--- config.mk ---
export PLATFORM = sky130hd
export DESIGN_NAME = km2d_ctrl
export DESIGN_NICKNAME = d
export VERILOG_FILES = /design/src/rtl/km2d_pkg.sv /design/src/rtl/km2d_ctrl.sv
export SDC_FILE = /design/constraint.sdc
export NUM_CORES = 1
export LEC_CHECK = 0
export BUFFER_PORTS_ARGS = -buffer_cell sky130_fd_sc_hd__buf_4
export CAP_MARGIN = 10
export CORE_UTILIZATION = 25
export CTS_CLUSTER_DIAMETER = 150
export DETAILED_ROUTE_END_ITERATION = 12
export GPL_TIMING_DRIVEN = 0
export PLACE_DENSITY = 0.49
export SYNTH_ARGS = -nofsm -noshare
export SYNTH_HDL_FRONTEND = slang
export SYNTH_SLANG_ARGS = --single-unit
--- constraint.sdc ---
create_clock -name clk -period 8.2 [get_ports clk]
set_input_delay 0.82 -clock clk [delete_from_list [all_inputs] [get_ports clk]]
set_output_delay 0.82 -clock clk [all_outputs]
set_load 0.05 [all_outputs]
--- src/rtl/km2d_pkg.sv ---
`timescale 1ns / 1ps
`default_nettype none
package km2d_pkg;

	localparam int MAX_POINTS   = 1024;
	localparam int PT_AW        = 10;
	localparam int CNT_W        = 11;
	localparam int MAX_CLUSTERS = 16;
	localparam int CL_W         = 4;
	localparam int NC_W         = 5;
	localparam int ITER_W       = 8;
	localparam int COORD_W      = 16;
	localparam int SUM_W        = 26;
	localparam int DIFF_W       = COORD_W + 1;
	localparam int SQ_W         = 2 * DIFF_W;
	localparam int DIST_W       = SQ_W + 1;
	localparam int STEP_W       = 5;

	localparam logic [1:0] REG_NUM_POINTS     = 2'd0;
	localparam logic [1:0] REG_NUM_CLUSTERS   = 2'd1;
	localparam logic [1:0] REG_NUM_ITERATIONS = 2'd2;

	localparam logic OP_LOAD = 1'b0;
	localparam logic OP_RUN  = 1'b1;

	typedef struct packed {
		logic             mem_we;
		logic             mem_re;
		logic [PT_AW-1:0] pt_addr;
		logic             seed_we;
		logic [CL_W-1:0]  clu;
		logic             diff;
		logic             sq;
		logic             cmp;
		logic             cmp_first;
		logic             acc;
		logic             clr_sums;
		logic             div_start;
		logic             cent_upd;
		logic             emit;
		logic             emit_last;
	} cmd_t;

	typedef struct packed {
		logic            div_done;
		logic            cnt_zero;
		logic [CL_W-1:0] best;
	} sts_t;

endpackage
`default_nettype wire

--- src/rtl/km2d_ctrl.sv ---
`timescale 1ns / 1ps
`default_nettype none
module km2d_ctrl import km2d_pkg::*; (
	input  wire logic               clk,
	input  wire logic               arst_n,
	input  wire logic               start,
	input  wire logic               opcode,
	output logic                    busy,
	input  wire logic               cfg_we,
	input  wire logic [1:0]         cfg_index,
	input  wire logic [CNT_W-1:0]   cfg_wdata,
	output cmd_t                    cmd,
	input  wire sts_t               sts
);

	typedef enum logic [11:0] {
		S_IDLE     = 12'b0000_0000_0001,
		S_SEED_RD  = 12'b0000_0000_0010,
		S_SEED_WR  = 12'b0000_0000_0100,
		S_RND      = 12'b0000_0000_1000,
		S_PT_RD    = 12'b0000_0001_0000,
		S_DIFF     = 12'b0000_0010_0000,
		S_SQ       = 12'b0000_0100_0000,
		S_CMP      = 12'b0000_1000_0000,
		S_ACC      = 12'b0001_0000_0000,
		S_DIV_GO   = 12'b0010_0000_0000,
		S_DIV_WAIT = 12'b0100_0000_0000,
		S_OUT      = 12'b1000_0000_0000
	} state_t;

	state_t            state_q;
	logic [CNT_W-1:0]  np_q, loaded_q, n_eff;
	logic [NC_W-1:0]   nc_q, k_sat, k_eff;
	logic [ITER_W-1:0] ni_q, it_eff, iter_q;
	logic [PT_AW-1:0]  p_q;
	logic [CL_W-1:0]   c_q;
	logic              last_c, last_p, last_it;

	always_comb begin
		if (np_q == '0)
			n_eff = CNT_W'(1);
		else if (np_q > CNT_W'(MAX_POINTS))
			n_eff = CNT_W'(MAX_POINTS);
		else
			n_eff = np_q;
		if (nc_q == '0)
			k_sat = NC_W'(1);
		else if (nc_q > NC_W'(MAX_CLUSTERS))
			k_sat = NC_W'(MAX_CLUSTERS);
		else
			k_sat = nc_q;
		k_eff   = (CNT_W'(k_sat) > n_eff) ? n_eff[NC_W-1:0] : k_sat;
		it_eff  = (ni_q == '0) ? ITER_W'(1) : ni_q;
		last_c  = {1'b0, c_q} == k_eff - 1'b1;
		last_p  = {1'b0, p_q} == n_eff - 1'b1;
		last_it = iter_q == it_eff - 1'b1;
	end

	always_ff @(posedge clk or negedge arst_n) begin
		if (!arst_n) begin
			np_q <= CNT_W'(MAX_POINTS);
			nc_q <= NC_W'(4);
			ni_q <= ITER_W'(10);
		end else if (cfg_we) begin
			unique case (cfg_index)
				REG_NUM_POINTS:     np_q <= cfg_wdata;
				REG_NUM_CLUSTERS:   nc_q <= cfg_wdata[NC_W-1:0];
				REG_NUM_ITERATIONS: ni_q <= cfg_wdata[ITER_W-1:0];
				default: ;
			endcase
		end
	end

	always_comb begin
		cmd           = '0;
		cmd.clu       = c_q;
		cmd.cmp_first = c_q == '0;
		cmd.emit_last = last_c;
		unique case (state_q)
			S_IDLE: begin
				cmd.pt_addr = loaded_q[PT_AW-1:0];
				cmd.mem_we  = start && opcode == OP_LOAD && loaded_q < n_eff;
			end
			S_SEED_RD: begin
				cmd.pt_addr = PT_AW'(c_q);
				cmd.mem_re  = 1'b1;
			end
			S_SEED_WR:  cmd.seed_we  = 1'b1;
			S_RND:      cmd.clr_sums = 1'b1;
			S_PT_RD: begin
				cmd.pt_addr = p_q;
				cmd.mem_re  = 1'b1;
			end
			S_DIFF:     cmd.diff = 1'b1;
			S_SQ:       cmd.sq   = 1'b1;
			S_CMP:      cmd.cmp  = 1'b1;
			S_ACC: begin
				cmd.clu = sts.best;
				cmd.acc = 1'b1;
			end
			S_DIV_GO:   cmd.div_start = !sts.cnt_zero;
			S_DIV_WAIT: cmd.cent_upd  = sts.div_done;
			S_OUT:      cmd.emit      = 1'b1;
			default: ;
		endcase
	end

	always_ff @(posedge clk or negedge arst_n) begin
		if (!arst_n) begin
			state_q  <= S_IDLE;
			loaded_q <= '0;
			p_q      <= '0;
			c_q      <= '0;
			iter_q   <= '0;
		end else begin
			unique case (state_q)
				S_IDLE: begin
					if (start) begin
						if (opcode == OP_LOAD) begin
							if (loaded_q < n_eff)
								loaded_q <= loaded_q + 1'b1;
						end else if (loaded_q >= n_eff) begin
							c_q     <= '0;
							state_q <= S_SEED_RD;
						end
					end
				end
				S_SEED_RD: state_q <= S_SEED_WR;
				S_SEED_WR: begin
					if (last_c) begin
						iter_q  <= '0;
						state_q <= S_RND;
					end else begin
						c_q     <= c_q + 1'b1;
						state_q <= S_SEED_RD;
					end
				end
				S_RND: begin
					p_q     <= '0;
					state_q <= S_PT_RD;
				end
				S_PT_RD: begin
					c_q     <= '0;
					state_q <= S_DIFF;
				end
				S_DIFF: state_q <= S_SQ;
				S_SQ:   state_q <= S_CMP;
				S_CMP: begin
					if (last_c)
						state_q <= S_ACC;
					else begin
						c_q     <= c_q + 1'b1;
						state_q <= S_DIFF;
					end
				end
				S_ACC: begin
					if (last_p) begin
						c_q     <= '0;
						state_q <= S_DIV_GO;
					end else begin
						p_q     <= p_q + 1'b1;
						state_q <= S_PT_RD;
					end
				end
				S_DIV_GO, S_DIV_WAIT: begin
					if (state_q == S_DIV_GO && !sts.cnt_zero)
						state_q <= S_DIV_WAIT;
					else if (state_q == S_DIV_GO || sts.div_done) begin
						if (!last_c) begin
							c_q     <= c_q + 1'b1;
							state_q <= S_DIV_GO;
						end else if (last_it) begin
							c_q     <= '0;
							state_q <= S_OUT;
						end else begin
							iter_q  <= iter_q + 1'b1;
							state_q <= S_RND;
						end
					end
				end
				S_OUT: begin
					if (last_c)
						state_q <= S_IDLE;
					else
						c_q <= c_q + 1'b1;
				end
				default: state_q <= S_IDLE;
			endcase
		end
	end

	assign busy = state_q != S_IDLE;

	a_cmp_in_range: assert property (@(posedge clk) disable iff (!arst_n)
		state_q == S_CMP |-> {1'b0, c_q} < k_eff)
		else $error("cluster counter beyond cluster count");
	a_acc_in_range: assert property (@(posedge clk) disable iff (!arst_n)
		state_q == S_ACC |-> ({1'b0, p_q} < n_eff && {1'b0, sts.best} < k_eff))
		else $error("accumulate outside point or cluster range");
	a_loaded_cap: assert property (@(posedge clk) disable iff (!arst_n)
		loaded_q <= CNT_W'(MAX_POINTS))
		else $error("loaded count overflow");
	a_last_ends: assert property (@(posedge clk) disable iff (!arst_n)
		cmd.emit && cmd.emit_last |=> state_q == S_IDLE)
		else $error("final result did not end the run");

endmodule
`default_nettype wire

After elaboration in Yosys (flattened, before gate mapping)
Cells that the tools add are included.
{"block": "totals", "regBits": 69, "latchBits": 0, "ramBits": 0, "rom_bits": 0, "in_bits": 24, "out_inout_bits": 28, "mem_count": 0}
{"block": "op_classes", "add_sub_neg": 7, "mul": 0, "div": 0, "order_cmp": 5, "eq_ne": 32, "shift": 0, "n_mux": 49, "bitwise": 1, "n_reduce_logical": 24}
{"cell": "12-bit case mux with 11 select lines", "count": 1}
{"cell": "12-bit two-way mux", "count": 8}
{"cell": "8-bit two-way mux", "count": 6}
{"cell": "4-bit two-way mux", "count": 11}
{"cell": "10-bit case mux with 3 select lines", "count": 1}
{"cell": "2-bit != test, second input constant", "count": 12}
{"cell": "11-bit two-way mux", "count": 2}
{"cell": "10-bit two-way mux", "count": 2}
{"cell": "10-bit case mux with 2 select lines", "count": 1}
{"cell": "4-bit case mux with 5 select lines", "count": 1}
{"cell": "8-bit case mux with 2 select lines", "count": 1}
{"cell": "5-bit two-way mux", "count": 3}
{"cell": "12-bit by 1-bit equality test with 1-bit output, second input constant", "count": 1}
{"cell": "12-bit by 10-bit equality test with 1-bit output, second input constant", "count": 1}
{"cell": "12-bit by 11-bit equality test with 1-bit output, second input constant", "count": 1}
{"cell": "12-bit equality test, second input constant", "count": 1}
{"cell": "12-bit by 2-bit equality test with 1-bit output, second input constant", "count": 1}
{"cell": "12-bit by 3-bit equality test with 1-bit output, second input constant", "count": 1}
{"cell": "12-bit by 4-bit equality test with 1-bit output, second input constant", "count": 1}
{"cell": "12-bit by 5-bit equality test with 1-bit output, second input constant", "count": 1}
{"cell": "12-bit by 6-bit equality test with 1-bit output, second input constant", "count": 1}
{"cell": "12-bit by 7-bit equality test with 1-bit output, second input constant", "count": 1}
{"cell": "12-bit by 8-bit equality test with 1-bit output, second input constant", "count": 1}
{"cell": "12-bit by 9-bit equality test with 1-bit output, second input constant", "count": 1}
{"cell": "other kinds (39)", "count": 57}

Longest topological paths before layout
Gate-level depths: netlist (run 1).
{"block": "depth", "word_depth": 11, "ltp_mapped": 16, "depth_no_buf": 15}

Worst setup path before layout (run 1)
OpenSTA, ideal clock, no wires.
{"block": "synth_timing", "path_kind": "flip-flop to output port", "start": "reg np_q[7]", "end": "out cmd[26] in the netlist's numbering", "t_arrival_ps": 3621, "required_time_ps": 7380, "setup_slack_ps": 3759, "stages_incl_launch_ff": 11, "path_cell_list": "dfrtp_1 > buf_2 > nor4_1 > a41o_1 > ha_1 > nor2b_1 > o21a_1 > o21a_1 > o2111ai_1 > a21oi_1 > nor4_1"}
{"element": "start, declared", "line": "km2d_ctrl.sv:32", "rtl": "logic [CNT_W-1:0] np_q, loaded_q, n_eff;"}
{"element": "start signal, assigned", "line": "km2d_ctrl.sv:61", "rtl": "np_q <= CNT_W'(MAX_POINTS);"}
{"element": "start signal, assigned", "line": "km2d_ctrl.sv:66", "rtl": "REG_NUM_POINTS: np_q <= cfg_wdata;"}
{"element": "end, declared", "line": "km2d_ctrl.sv:12", "rtl": "output cmd_t cmd,"}

Worst setup path in the final report (run 1)
{"block": "layout_timing", "start": "reg np_q[10]", "end": "out cmd[0] in the netlist's numbering"}
{"block": "layout_via", "elab_chain_cells": 7, "word_cells_on_any_way": 8, "cone_classes": "1 x add/sub; 2 x order compare; 1 x eq/ne; 3 x mux; 1 x reduce/logical"}
{"element": "11-bit greater-than comparator", "line": "km2d_ctrl.sv:42", "rtl": "else if (np_q > CNT_W'(MAX_POINTS))"}
{"element": "11-bit two-way mux", "line": "km2d_ctrl.sv:42"}
{"element": "11-bit two-way mux (*)", "line": "km2d_ctrl.sv:40", "rtl": "if (np_q == '0)"}
{"element": "5-bit by 11-bit greater-than comparator with 1-bit output", "line": "km2d_ctrl.sv:52", "rtl": "k_eff = (CNT_W'(k_sat) > n_eff) ? n_eff[NC_W-1:0] : k_sat;"}
{"element": "5-bit two-way mux (*)", "line": "km2d_ctrl.sv:52"}
{"element": "5-bit by 1-bit subtractor with 5-bit output (*)", "line": "km2d_ctrl.sv:54", "rtl": "last_c = {1'b0, c_q} == k_eff - 1'b1;"}
{"element": "4-bit by 5-bit equality test with 1-bit output (*)", "line": "km2d_ctrl.sv:54"}
Mark *: on every way between the ends. The rest lies on a longest branch, timed or not.

==> flow_metrics.py, run 1 <==
metrics = {
    "sta": {
        "drv_slew": 0,
        "grt_setup_unrepaired": "no",
        "maxSlewHeadroom_pct": 37.8,
        "max_freq_mhz": 194,
        "skew_ns": 0.00516,
        "layout_min_cycle_time_ns": 5.17,
        "worst_pin_slew_ns": 0.933,
        "tns_ns": 0,
        "hold_violations": 0,
        "setup_viol": 0,
        "worst_slack_ns": 3.03,
        "fin_crit_sh_pct": 63.0,
    },
    "placement": {
        "portBuffers": 51,
        "hpwl_um": 11000,
        "placed_area_mm2": 0.00574,
        "pre_cts_ws_ns": 3.40,
        "gp_congestion": 0.830,
    },
    "layout": {
        "diodes": 0,
        "drive_gt1_share_pct": 19.5,
        "layout.nets": 676,
        "stdcell_area_mm2": 0.00602,
        "syn_to_final_growth_pct": 19.8,
        "utilization_pct": 30.7,
    },
    "routing": {
        "ant_nets": 0,
        "dr_total_vias": 4506,
        "drtPass1Iterations": 6,
        "totalWireLength_um": 14100,
        "dr.first_iter.drc_count": 236,
        "wire_per_inst_um": 15.6,
        "via_per_inst": 5.01,
        "drc": 0,
    },
    "worst_setup_path": {
        "reg2reg_slack_ns": 3.76,
        "worst_ep_arrival_time_ns": 4.35,
        "end_kind": "output pin",
        "critPathLaunch": "np_q[10]",
        "r2r-start": "np_q[10]",
        "max_stage_delay_ns": 0.58,
        "worstSetupStartpointType": "flop",
        "crit_slowest_cell": "dfstp_2",
        "critPathMaxFanout": 10,
        "path_class": "reg -> out",
        "crit_buf_inv": 6,
        "path_delay_family": "buffers and inverters",
        "required_ns": 7.38,
        "cp_cell_sequence": "clkbuf_1 > nor2b_1 > inv_1 > ha_1 > a21oi_1 > o21ai_0 > and3_1 > or3_1 > buf_6 > mux2i_1 > xnor2_1 > mux2_2 > o21ai_2 > inv_1 > buf_4 > buf_4",
    },
    "logic_synthesis": {
        "yosys_most_used_dff": "dfrtp_1",
        "synth-seq-cells": 69,
        "ys_warn_count": 0,
        "seq_area_frac_synth_pct": 34.5,
        "synth_edf_count": 0,
        "yosysUniqueCellTypes": 74,
        "syn_area_mm2": 0.00503,
        "ys_async_sr_fraction_pct": 100,
        "synthCells": 568,
        "synth_area_per_cell_um2": 8.86,
        "syn_nets": 614,
    },
    "global_routing": {
        "grt_busiest_layer": "met2",
        "grt_use_met3_pct": 3.17,
        "grt_max_degree": 70,
        "grt-ovfl-total": 0,
        "track_usage_pct": 14.2,
        "grt_use_met2_pct": 23.0,
        "antenna_found_initial": 0,
        "grt_pass1_vias": 4350,
        "grt_pass1_wl_um": 22500,
        "use_met1_pct": 18.3,
    },
    "clock_tree": {
        "cts_inserted_buffers": 9,
        "cts_tree": "built",
        "clkTransAtPathRegs_ns": 0.05,
        "cts.sinks": 69,
        "ctsResizeCount": 0,
        "clk_latency_ns": 0.34,
        "cts_hold_buf": 0,
        "post_cts_buffers": 0,
        "cts_root_buffer": "clkbuf_16",
        "max-clock-path-buffers": 2,
        "htreeDepth": 3,
    },
    "flow_run": {
        "maxCapViolCount": 0,
    },
    "floorplan": {
        "dieArea_mm2": 0.0207,
        "die_x_um": 144,
        "rows": 51,
        "fp.coreArea_mm2": 0.0196,
        "die_h_um": 144,
        "initial_core_util_pct": 25.7,
        "io_pins": 52,
    },
    "power_and_ir_drop": {
        "peakVddDrop_v": 0.0000900,
        "power_density_mw_per_mm2": 235,
        "leakage_nw": 2.68,
    },
    "status": {
        "status": "complete, no violations",
    },
    "hold_path": {
        "worstHoldPathType": "reg -> reg",
        "min_from": "loaded_q[10]",
    },
}
-- worst paths after layout --
path / endpoint / cells after the start
worst min-delay path: loaded_q[10] / 1
max in group asynchronous: iter_q[1] / 1
min in group asynchronous: loaded_q[5] / 1
worst max-delay path: cmd[0] / 16
worst min register to register: loaded_q[10] / 1
worst max register to register: iter_q[3] / 16
-- Yosys cell counts (3+ instances only) --
| master | count | share of area [%] |
|---|---|---|
| a211oi_1 | 4 | 0.60 |
| a21boi_0 | 5 | 0.75 |
| a21o_1 | 9 | 1.3 |
| a21oi_1 | 19 | 1.9 |
| a222oi_1 | 4 | 0.80 |
| a22o_1 | 6 | 1.0 |
| a311oi_1 | 3 | 0.52 |
| a31o_2 | 4 | 0.70 |
| a31oi_1 | 3 | 0.37 |
| a32o_1 | 3 | 0.60 |
| and3_1 | 8 | 1.0 |
| and4_1 | 3 | 0.52 |
| buf_6 | 3 | 0.67 |
| clkbuf_1 | 18 | 1.3 |
| dfrtp_1 | 64 | 32 |
| dfstp_2 | 5 | 2.6 |
| ha_1 | 22 | 5.5 |
| inv_1 | 36 | 2.7 |
| mux2_2 | 25 | 5.6 |
| mux2i_1 | 4 | 0.80 |
| nand2_1 | 49 | 3.7 |
| nand2b_1 | 5 | 0.62 |
| nand3_1 | 21 | 2.1 |
| nand3b_1 | 6 | 0.90 |
| nand4_1 | 9 | 1.1 |
| nor2_1 | 40 | 3.0 |
| nor2b_1 | 13 | 1.6 |
| nor3_1 | 15 | 1.5 |
| nor3b_1 | 11 | 1.6 |
| nor4_1 | 11 | 1.4 |
| o2111ai_1 | 3 | 0.52 |
| o211ai_1 | 6 | 0.90 |
| o21a_1 | 6 | 0.90 |
| o21ai_0 | 33 | 3.3 |
| or2_2 | 5 | 0.62 |
| or3_1 | 5 | 0.62 |
| or4_1 | 3 | 0.45 |
| xnor2_1 | 21 | 3.7 |
| xor2_1 | 15 | 2.6 |
-- metal layers --
layer / routed length, um / vias up
met5: 0 / -
li1: - / 2204
met3: 722 / 17
met4: 252 / 0
met2: 6510 / 119
met1: 6560 / 2166
-- power by group --
part / leakage [nW] / internal, mW / switching, mW
Sequential: 0.880 / 0.387 / 0.0568
Combinational: 1.66 / 0.233 / 0.374
Clock: 0.138 / 0.219 / 0.146
-- state kept, by name (all words and copies together) (netlist names) --
register  flops
c_q           4
loaded_q     11
ni_q          8
state_q      12
p_q          10
np_q         11
nc_q          5
iter_q        8
-- metrics by stage --
step / total power [mW] / instances / hold slack, ns
3_5_place_dp: 1.06 / 884 / 0.473
6_report: 1.42 / 900 / 0.487
2_1_floorplan: 0.882 / 568 / 0.449
5_1_grt: 1.51 / 900 / 0.511
3_3_place_gp: 1.05 / 884 / 0.481
4_1_cts: 1.44 / 900 / 0.492
-- layout make-up --
type	instances	area, um^2
buffer	24	119
clock buffer	12	256
clock inverter	4	22.5
fill	2097	13600
inverter	36	135
multi-input combinational	439	3040
sequential	69	1730
tap	265	332
timing repair buffer	51	383
-- logic make-up after synthesis --
group | Yosys count | share of synthesized area, %
AOI/OAI and AO/OA | 131 | 18.4
xor gates and xnor gates | 36 | 6.27
adders and majority gates | 22 | 5.47
buffers and inverters | 60 | 5.05
DFF | 69 | 34.5
muxes | 29 | 6.39
and+or+nand+nor | 221 | 24.0
-- placed cells by master, fill, tap and decap left out, types with 13 or more instances in the layout --
cell type | netlist | layout
dfrtp_1 | 64 | 64
buf_4 | 1 | 52
nand2_1 | 49 | 49
nor2_1 | 40 | 40
inv_1 | 36 | 36
o21ai_0 | 33 | 33
mux2_2 | 25 | 25
ha_1 | 22 | 22
nand3_1 | 21 | 21
xnor2_1 | 21 | 21
clkbuf_1 | 18 | 19
a21oi_1 | 19 | 19
nor3_1 | 15 | 15
xor2_1 | 15 | 15
nor2b_1 | 13 | 13
-- worst register-to-register path: cells and delay by family, from the launching register on --
| family | cells | cell delay [ns] |
|---|---|---|
| buf+inv | 4 | 0.89 |
| mux | 2 | 0.52 |
| flops | 1 | 0.58 |
| xor+xnor | 1 | 0.23 |
| simple gates | 4 | 0.94 |
| compound gates | 4 | 0.86 |
| fa+ha+maj | 1 | 0.30 |
No activity file was read; power rests on OpenSTA's default activity.
==> run 2: changes to the inputs <==
--- a/config.mk
+++ b/config.mk
@@ -11,7 +11,7 @@
 export CTS_CLUSTER_DIAMETER = 150
 export DETAILED_ROUTE_END_ITERATION = 12
 export GPL_TIMING_DRIVEN = 0
-export PLACE_DENSITY = 0.49
+export PLACE_DENSITY = 0.51
 export SYNTH_ARGS = -nofsm -noshare
 export SYNTH_HDL_FRONTEND = slang
 export SYNTH_SLANG_ARGS = --single-unit
==> constraint.sdc (replaced) <==
create_clock -name clk -period 4.4 [get_ports clk]
set_input_delay 0.44 -clock clk [delete_from_list [all_inputs] [get_ports clk]]
set_output_delay 0.44 -clock clk [all_outputs]
set_load 0.05 [all_outputs]
==> run 2 against run 1 <==
Sequential share of layout area shrank 0.52 points. Core utilization increased by 0.56 points. Non-clock buffer count up 1. Hold slack worse by 0.24 ns. Cell count increased by 0.11%. Register-to-register slack got worse by 3.3 ns. Sequential power up 87%. Cell area rose by 1.8%. First-iteration DRC count fell by 3.8%. Critical path depth stayed put. Largest power group unchanged. Highest routed layer unchanged.
==> flow_metrics.py, run 2 (synthesized netlist as in run 1, its figures left out) <==
metrics = {
    "worst_setup_path": {
        "path_class": "reg -> out",
        "worstSetupStartpointType": "flop",
        "required_ns": 3.96,
        "max_stage_delay_ns": 0.55,
        "critPathMaxFanout": 10,
        "crit_slowest_cell": "dfstp_2",
        "end_kind": "output pin",
        "worst_ep_arrival_time_ns": 3.80,
        "cp_cell_sequence": "clkbuf_8 > nor2b_4 > inv_2 > ha_1 > a21oi_2 > o21ai_2 > and3_1 > or3_1 > buf_6 > mux2i_1 > xnor2_1 > mux2_4 > o21ai_2 > inv_1 > buf_4 > buf_4",
    },
    "global_routing": {
        "grt_pass1_wl_um": 23300,
        "grt-ovfl-total": 0,
        "antenna_found_initial": 0,
        "grt_max_degree": 70,
        "track_usage_pct": 14.6,
        "grt_pass1_vias": 4323,
    },
    "routing": {
        "drc": 0,
        "dr.first_iter.drc_count": 227,
        "ant_nets": 0,
        "wire_per_inst_um": 15.7,
        "dr_total_vias": 4412,
        "totalWireLength_um": 14200,
        "via_per_inst": 4.90,
        "drtPass1Iterations": 6,
    },
    "layout": {
        "stdcell_area_mm2": 0.00613,
        "largest_register_ffs": 12,
        "reg_top3": "state_q (12), loaded_q (11), np_q (11)",
        "fillers": 2088,
        "layout.nets": 677,
        "final_common_cell": "dfrtp_1",
        "diodes": 0,
        "layout.cells.non_filler": 901,
        "seq_area_mm2": 0.00173,
        "layout_common_cells": "dfrtp_1 (64), buf_4 (54), nand2_1 (47)",
        "multi_input_area_mm2": 0.00310,
        "utilization_pct": 31.3,
        "regMostFlops": "state_q",
        "syn_to_final_growth_pct": 21.9,
        "drive_gt1_share_pct": 22.0,
    },
    "sta": {
        "layout_min_cycle_time_ns": 4.24,
        "finalHoldWorstSlack_ns": 0.244,
        "tns_ns": 0,
        "setup_viol": 0,
        "skew_ns": 0.00890,
        "drv_slew": 0,
        "maxSlewHeadroom_pct": 37.0,
        "hold_violations": 0,
        "worst_pin_slew_ns": 0.943,
        "worst_slack_ns": 0.159,
        "fin_crit_sh_pct": 96.4,
        "max_freq_mhz": 236,
    },
    "floorplan": {
        "die_h_um": 144,
        "dieArea_mm2": 0.0207,
        "fp.coreArea_mm2": 0.0196,
        "rows": 51,
        "io_pins": 52,
        "initial_core_util_pct": 25.7,
        "die_x_um": 144,
    },
    "clock_tree": {
        "cts_root_buffer": "clkbuf_16",
        "cts.sinks": 69,
        "max-clock-path-buffers": 2,
        "cts_hold_buf": 0,
        "cts_inserted_buffers": 9,
        "clk_latency_ns": 0.34,
        "cts_tree": "built",
        "clkTransAtPathRegs_ns": 0.05,
        "htreeDepth": 3,
    },
    "hold_path": {
        "worstHoldPathType": "in -> async",
    },
    "flow_run": {
        "maxCapViolCount": 0,
    },
    "power_and_ir_drop": {
        "share_seq_of_total_power_pct": 30.6,
        "swShare_pct": 40.4,
        "pwr-share-comb_pct": 42.8,
        "p_int_mw": 1.62,
        "clkPwrFrac_pct": 26.6,
        "power_density_mw_per_mm2": 443,
        "total_power_mw": 2.72,
        "peakVddDrop_v": 0.000181,
        "p_sw_mw": 1.10,
        "leakage_nw": 2.72,
    },
    "placement": {
        "placed_area_mm2": 0.00574,
        "hpwl_um": 10800,
        "portBuffers": 51,
        "dp_cells": 884,
        "pre_cts_ws_ns": -0.129,
        "gp_congestion": 0.792,
    },
    "status": {
        "status": "complete, no violations",
    },
}
run 2: cell count changes in the layout (fill, tap and decap cells not counted), sizes merged:
cell      previous run  this run
clkinv               3         0
clkinvlp             1         2
buf                 57        60
run 2: path summary, 6_finish.rpt:
path	from	endpoint	slack (ns)	cells past startpoint
max in group asynchronous	arst_n	ni_q[2]	3.55	1
min	arst_n	loaded_q[7]	0.24	1
min in group clk	cfg_wdata[10]	np_q[10]	0.31	3
max	np_q[10]	cmd[0]	0.16	16
min reg2reg	loaded_q[10]	loaded_q[10]	0.50	1
max reg2reg	np_q[7]	c_q[3]	0.41	13
run 2: power groups by stage:
stage / sequential, mW / combinational, mW / clock (mW)
6_report: 0.832 / 1.17 / 0.723
3_3_place_gp: 0.838 / 1.13 / 0
4_1_cts: 0.827 / 1.15 / 0.749
3_5_place_dp: 0.838 / 1.13 / 0
5_1_grt: 0.846 / 1.29 / 0.765
2_1_floorplan: 0.801 / 0.842 / 0
run 2: final cells by class:
type                       count  area share, %
buffer                        24           2.28
clock buffer                  14           4.63
clock inverter                 2          0.245
inverter                      36           2.20
multi-input combinational    439           50.6
sequential                    69           28.3
tap                          265           5.41
timing repair buffer          52           6.36
run 2: timing repair:
item | CTS | global route
resized for setup | 12 | 16
setup endpoints to repair | 7 | 9
pin swaps | 0 | 2
setup buffers | 1 | 0
run 2: worst max-delay path: cells and delay by family (launching register included):
| family | cells | cell delay (ns) |
|---|---|---|
| AO/OA/AOI/OAI | 3 | 0.43 |
| XOR/XNOR | 1 | 0.26 |
| adder cells (fa/ha/maj) | 1 | 0.28 |
| buffers and inverters | 6 | 0.84 |
| flip-flops | 1 | 0.55 |
| multiplexers | 2 | 0.48 |
| AND/OR/NAND/NOR | 3 | 0.63 |
run 2: metal layers:
metal	GRT usage, %	part of all wire, %	vias up
li1	-	-	2208
met5	0	0	-
met2	23.7	46	79
met4	3.53	0.97	0
met1	19.9	49	2117
met3	2.73	3.8	8
==> run 3: changes to the inputs <==
--- a/config.mk
+++ b/config.mk
@@ -7,11 +7,13 @@
 export LEC_CHECK = 0
 export BUFFER_PORTS_ARGS = -buffer_cell sky130_fd_sc_hd__buf_4
 export CAP_MARGIN = 10
+export CORE_MARGIN = 2
 export CORE_UTILIZATION = 25
 export CTS_CLUSTER_DIAMETER = 150
 export DETAILED_ROUTE_END_ITERATION = 12
 export GPL_TIMING_DRIVEN = 0
 export PLACE_DENSITY = 0.51
+export SKIP_CTS_REPAIR_TIMING = 1
 export SYNTH_ARGS = -nofsm -noshare
 export SYNTH_HDL_FRONTEND = slang
 export SYNTH_SLANG_ARGS = --single-unit
==> run 3 against run 2 <==
Power decreased by 2.4%. Core utilization is 0.33 points lower. First-iteration DRC count up 22%. Via count shrank 1.3%. Register-to-register slack worse by 0.07 ns. Combinational power about the same. Cell count is the same. Hold slack worse by 0.017 ns.
==> flow_metrics.py, run 3 (synthesized netlist as in run 1, its figures left out) <==
metrics = {
    "routing": {
        "totalWireLength_um": 14000,
        "via_per_inst": 4.83,
        "ant_nets": 0,
        "wire_per_inst_um": 15.6,
        "dr_total_vias": 4356,
        "drc": 0,
        "drtPass1Iterations": 6,
        "dr.first_iter.drc_count": 278,
    },
    "layout": {
        "reg_top3": "state_q (12), loaded_q (11), np_q (11)",
        "largest_register_ffs": 12,
        "regMostFlops": "state_q",
        "drive_gt1_share_pct": 21.1,
        "final_common_cell": "dfrtp_1",
        "syn_to_final_growth_pct": 20.6,
        "layout.nets": 677,
        "diodes": 0,
        "utilization_pct": 31.0,
        "layout_common_cells": "dfrtp_1 (64), buf_4 (54), nand2_1 (47)",
    },
    "worst_setup_path": {
        "r2r-end": "loaded_q[10]",
        "critPathMaxFanout": 10,
        "worstSetupStartpointType": "flop",
        "r2r-start": "np_q[7]",
        "reg2reg_slack_ns": 0.34,
        "worst_ep_arrival_time_ns": 3.87,
        "r2r_cells": 14,
        "path_class": "reg -> out",
        "critPathLaunch": "np_q[4]",
        "end_kind": "output pin",
        "required_ns": 3.96,
        "crit_end": "cmd[0]",
    },
    "sta": {
        "finalHoldWorstSlack_ns": 0.227,
        "tns_ns": 0,
        "worst_pin_slew_ns": 0.933,
        "grt_setup_unrepaired": "yes",
        "skew_ns": 0.00793,
        "drv_slew": 0,
        "maxSlewHeadroom_pct": 37.7,
        "setup_viol": 0,
        "max_freq_mhz": 232,
        "hold_violations": 0,
        "fin_crit_sh_pct": 98.0,
        "layout_min_cycle_time_ns": 4.31,
    },
    "clock_tree": {
        "cts_tree": "built",
        "cts_root_buffer": "clkbuf_16",
        "clkTransAtPathRegs_ns": 0.06,
        "cts_inserted_buffers": 9,
        "clk_latency_ns": 0.34,
        "cts.sinks": 69,
        "htreeDepth": 3,
        "max-clock-path-buffers": 2,
    },
    "hold_path": {
        "worstHoldPathType": "in -> async",
    },
    "global_routing": {
        "grt_pass1_vias": 4237,
        "track_usage_pct": 13.4,
        "grt_max_degree": 70,
        "grt_pass1_wl_um": 23100,
        "antenna_found_initial": 0,
        "grt-ovfl-total": 0,
    },
    "power_and_ir_drop": {
        "power_density_mw_per_mm2": 438,
        "leakage_nw": 2.71,
        "peakVddDrop_v": 0.000191,
    },
    "floorplan": {
        "dieArea_mm2": 0.0213,
        "die_h_um": 146,
        "fp.coreArea_mm2": 0.0196,
        "rows": 51,
        "io_pins": 52,
        "initial_core_util_pct": 25.7,
        "die_x_um": 146,
    },
    "placement": {
        "hpwl_um": 10800,
        "gp_congestion": 0.812,
        "portBuffers": 51,
    },
    "flow_run": {
        "maxCapViolCount": 0,
    },
    "status": {
        "status": "complete, no violations",
    },
}
## run 3: metrics by stage
stage	area, um^2	instances	worst slack (ns)	power [mW]
after detailed placement	5740	884	-0.0614	1.97
final	6070	901	0.0882	2.66
after global placement	5740	884	-0.0646	1.97
after CTS	6010	900	-0.435	2.66
after floorplan	5030	568	0.339	1.64
after global routing	6070	901	-0.128	2.84
## run 3: metal layers
metal	share of wire, %	vias up	routed length (um)	GRT usage (%)
li1	-	2196	-	-
met1	51	2086	7110	18.9
met2	46	69	6400	20.9
met3	3.0	5	417	2.73
met4	0.79	0	111	3.53
met5	0	-	0	0
## run 3: critical path, cell delays in order (launching register included)
cell and delay, ns:
dfrtp_1 0.33, buf_2 0.21, nor2b_4 0.21, inv_2 0.09, ha_1 0.33, a21oi_1 0.18, o21ai_1 0.13, and3_1 0.21
or3_1 0.38, buf_6 0.15, mux2i_1 0.13, xnor2_1 0.25, mux2_4 0.34, o21ai_2 0.16, inv_1 0.10, buf_4 0.13
buf_4 0.18
## run 3: power by group
group          total (mW)  internal (mW)  switching (mW)
registers           0.831          0.721           0.110
logic                1.15          0.448           0.705
clock network       0.672          0.395           0.277
total                2.66           1.56            1.09
## run 3: how the worst min path moves through the flow
stage | startpoint | slack (ns) | to | cells past startpoint
after global placement | loaded_q[10] | 0.47 | loaded_q[10] | 1
after floorplan | arst_n | 0.14 | c_q[0] | 0
after detailed placement | loaded_q[10] | 0.47 | loaded_q[10] | 1
after CTS | arst_n | 0.28 | loaded_q[8] | 1
after global routing | arst_n | 0.31 | loaded_q[8] | 1
final | arst_n | 0.23 | p_q[9] | 1
## run 3: area by class of cell
type | instances | area [um^2]
clock inverters | 4 | 23.8
multi-input cells | 439 | 3080
repair buffers | 52 | 390
plain buffers | 24 | 131
flip-flops and latches | 69 | 1730
fillers | 2106 | 13500
well taps | 265 | 332
clock buffers | 12 | 246
inverters | 36 | 135
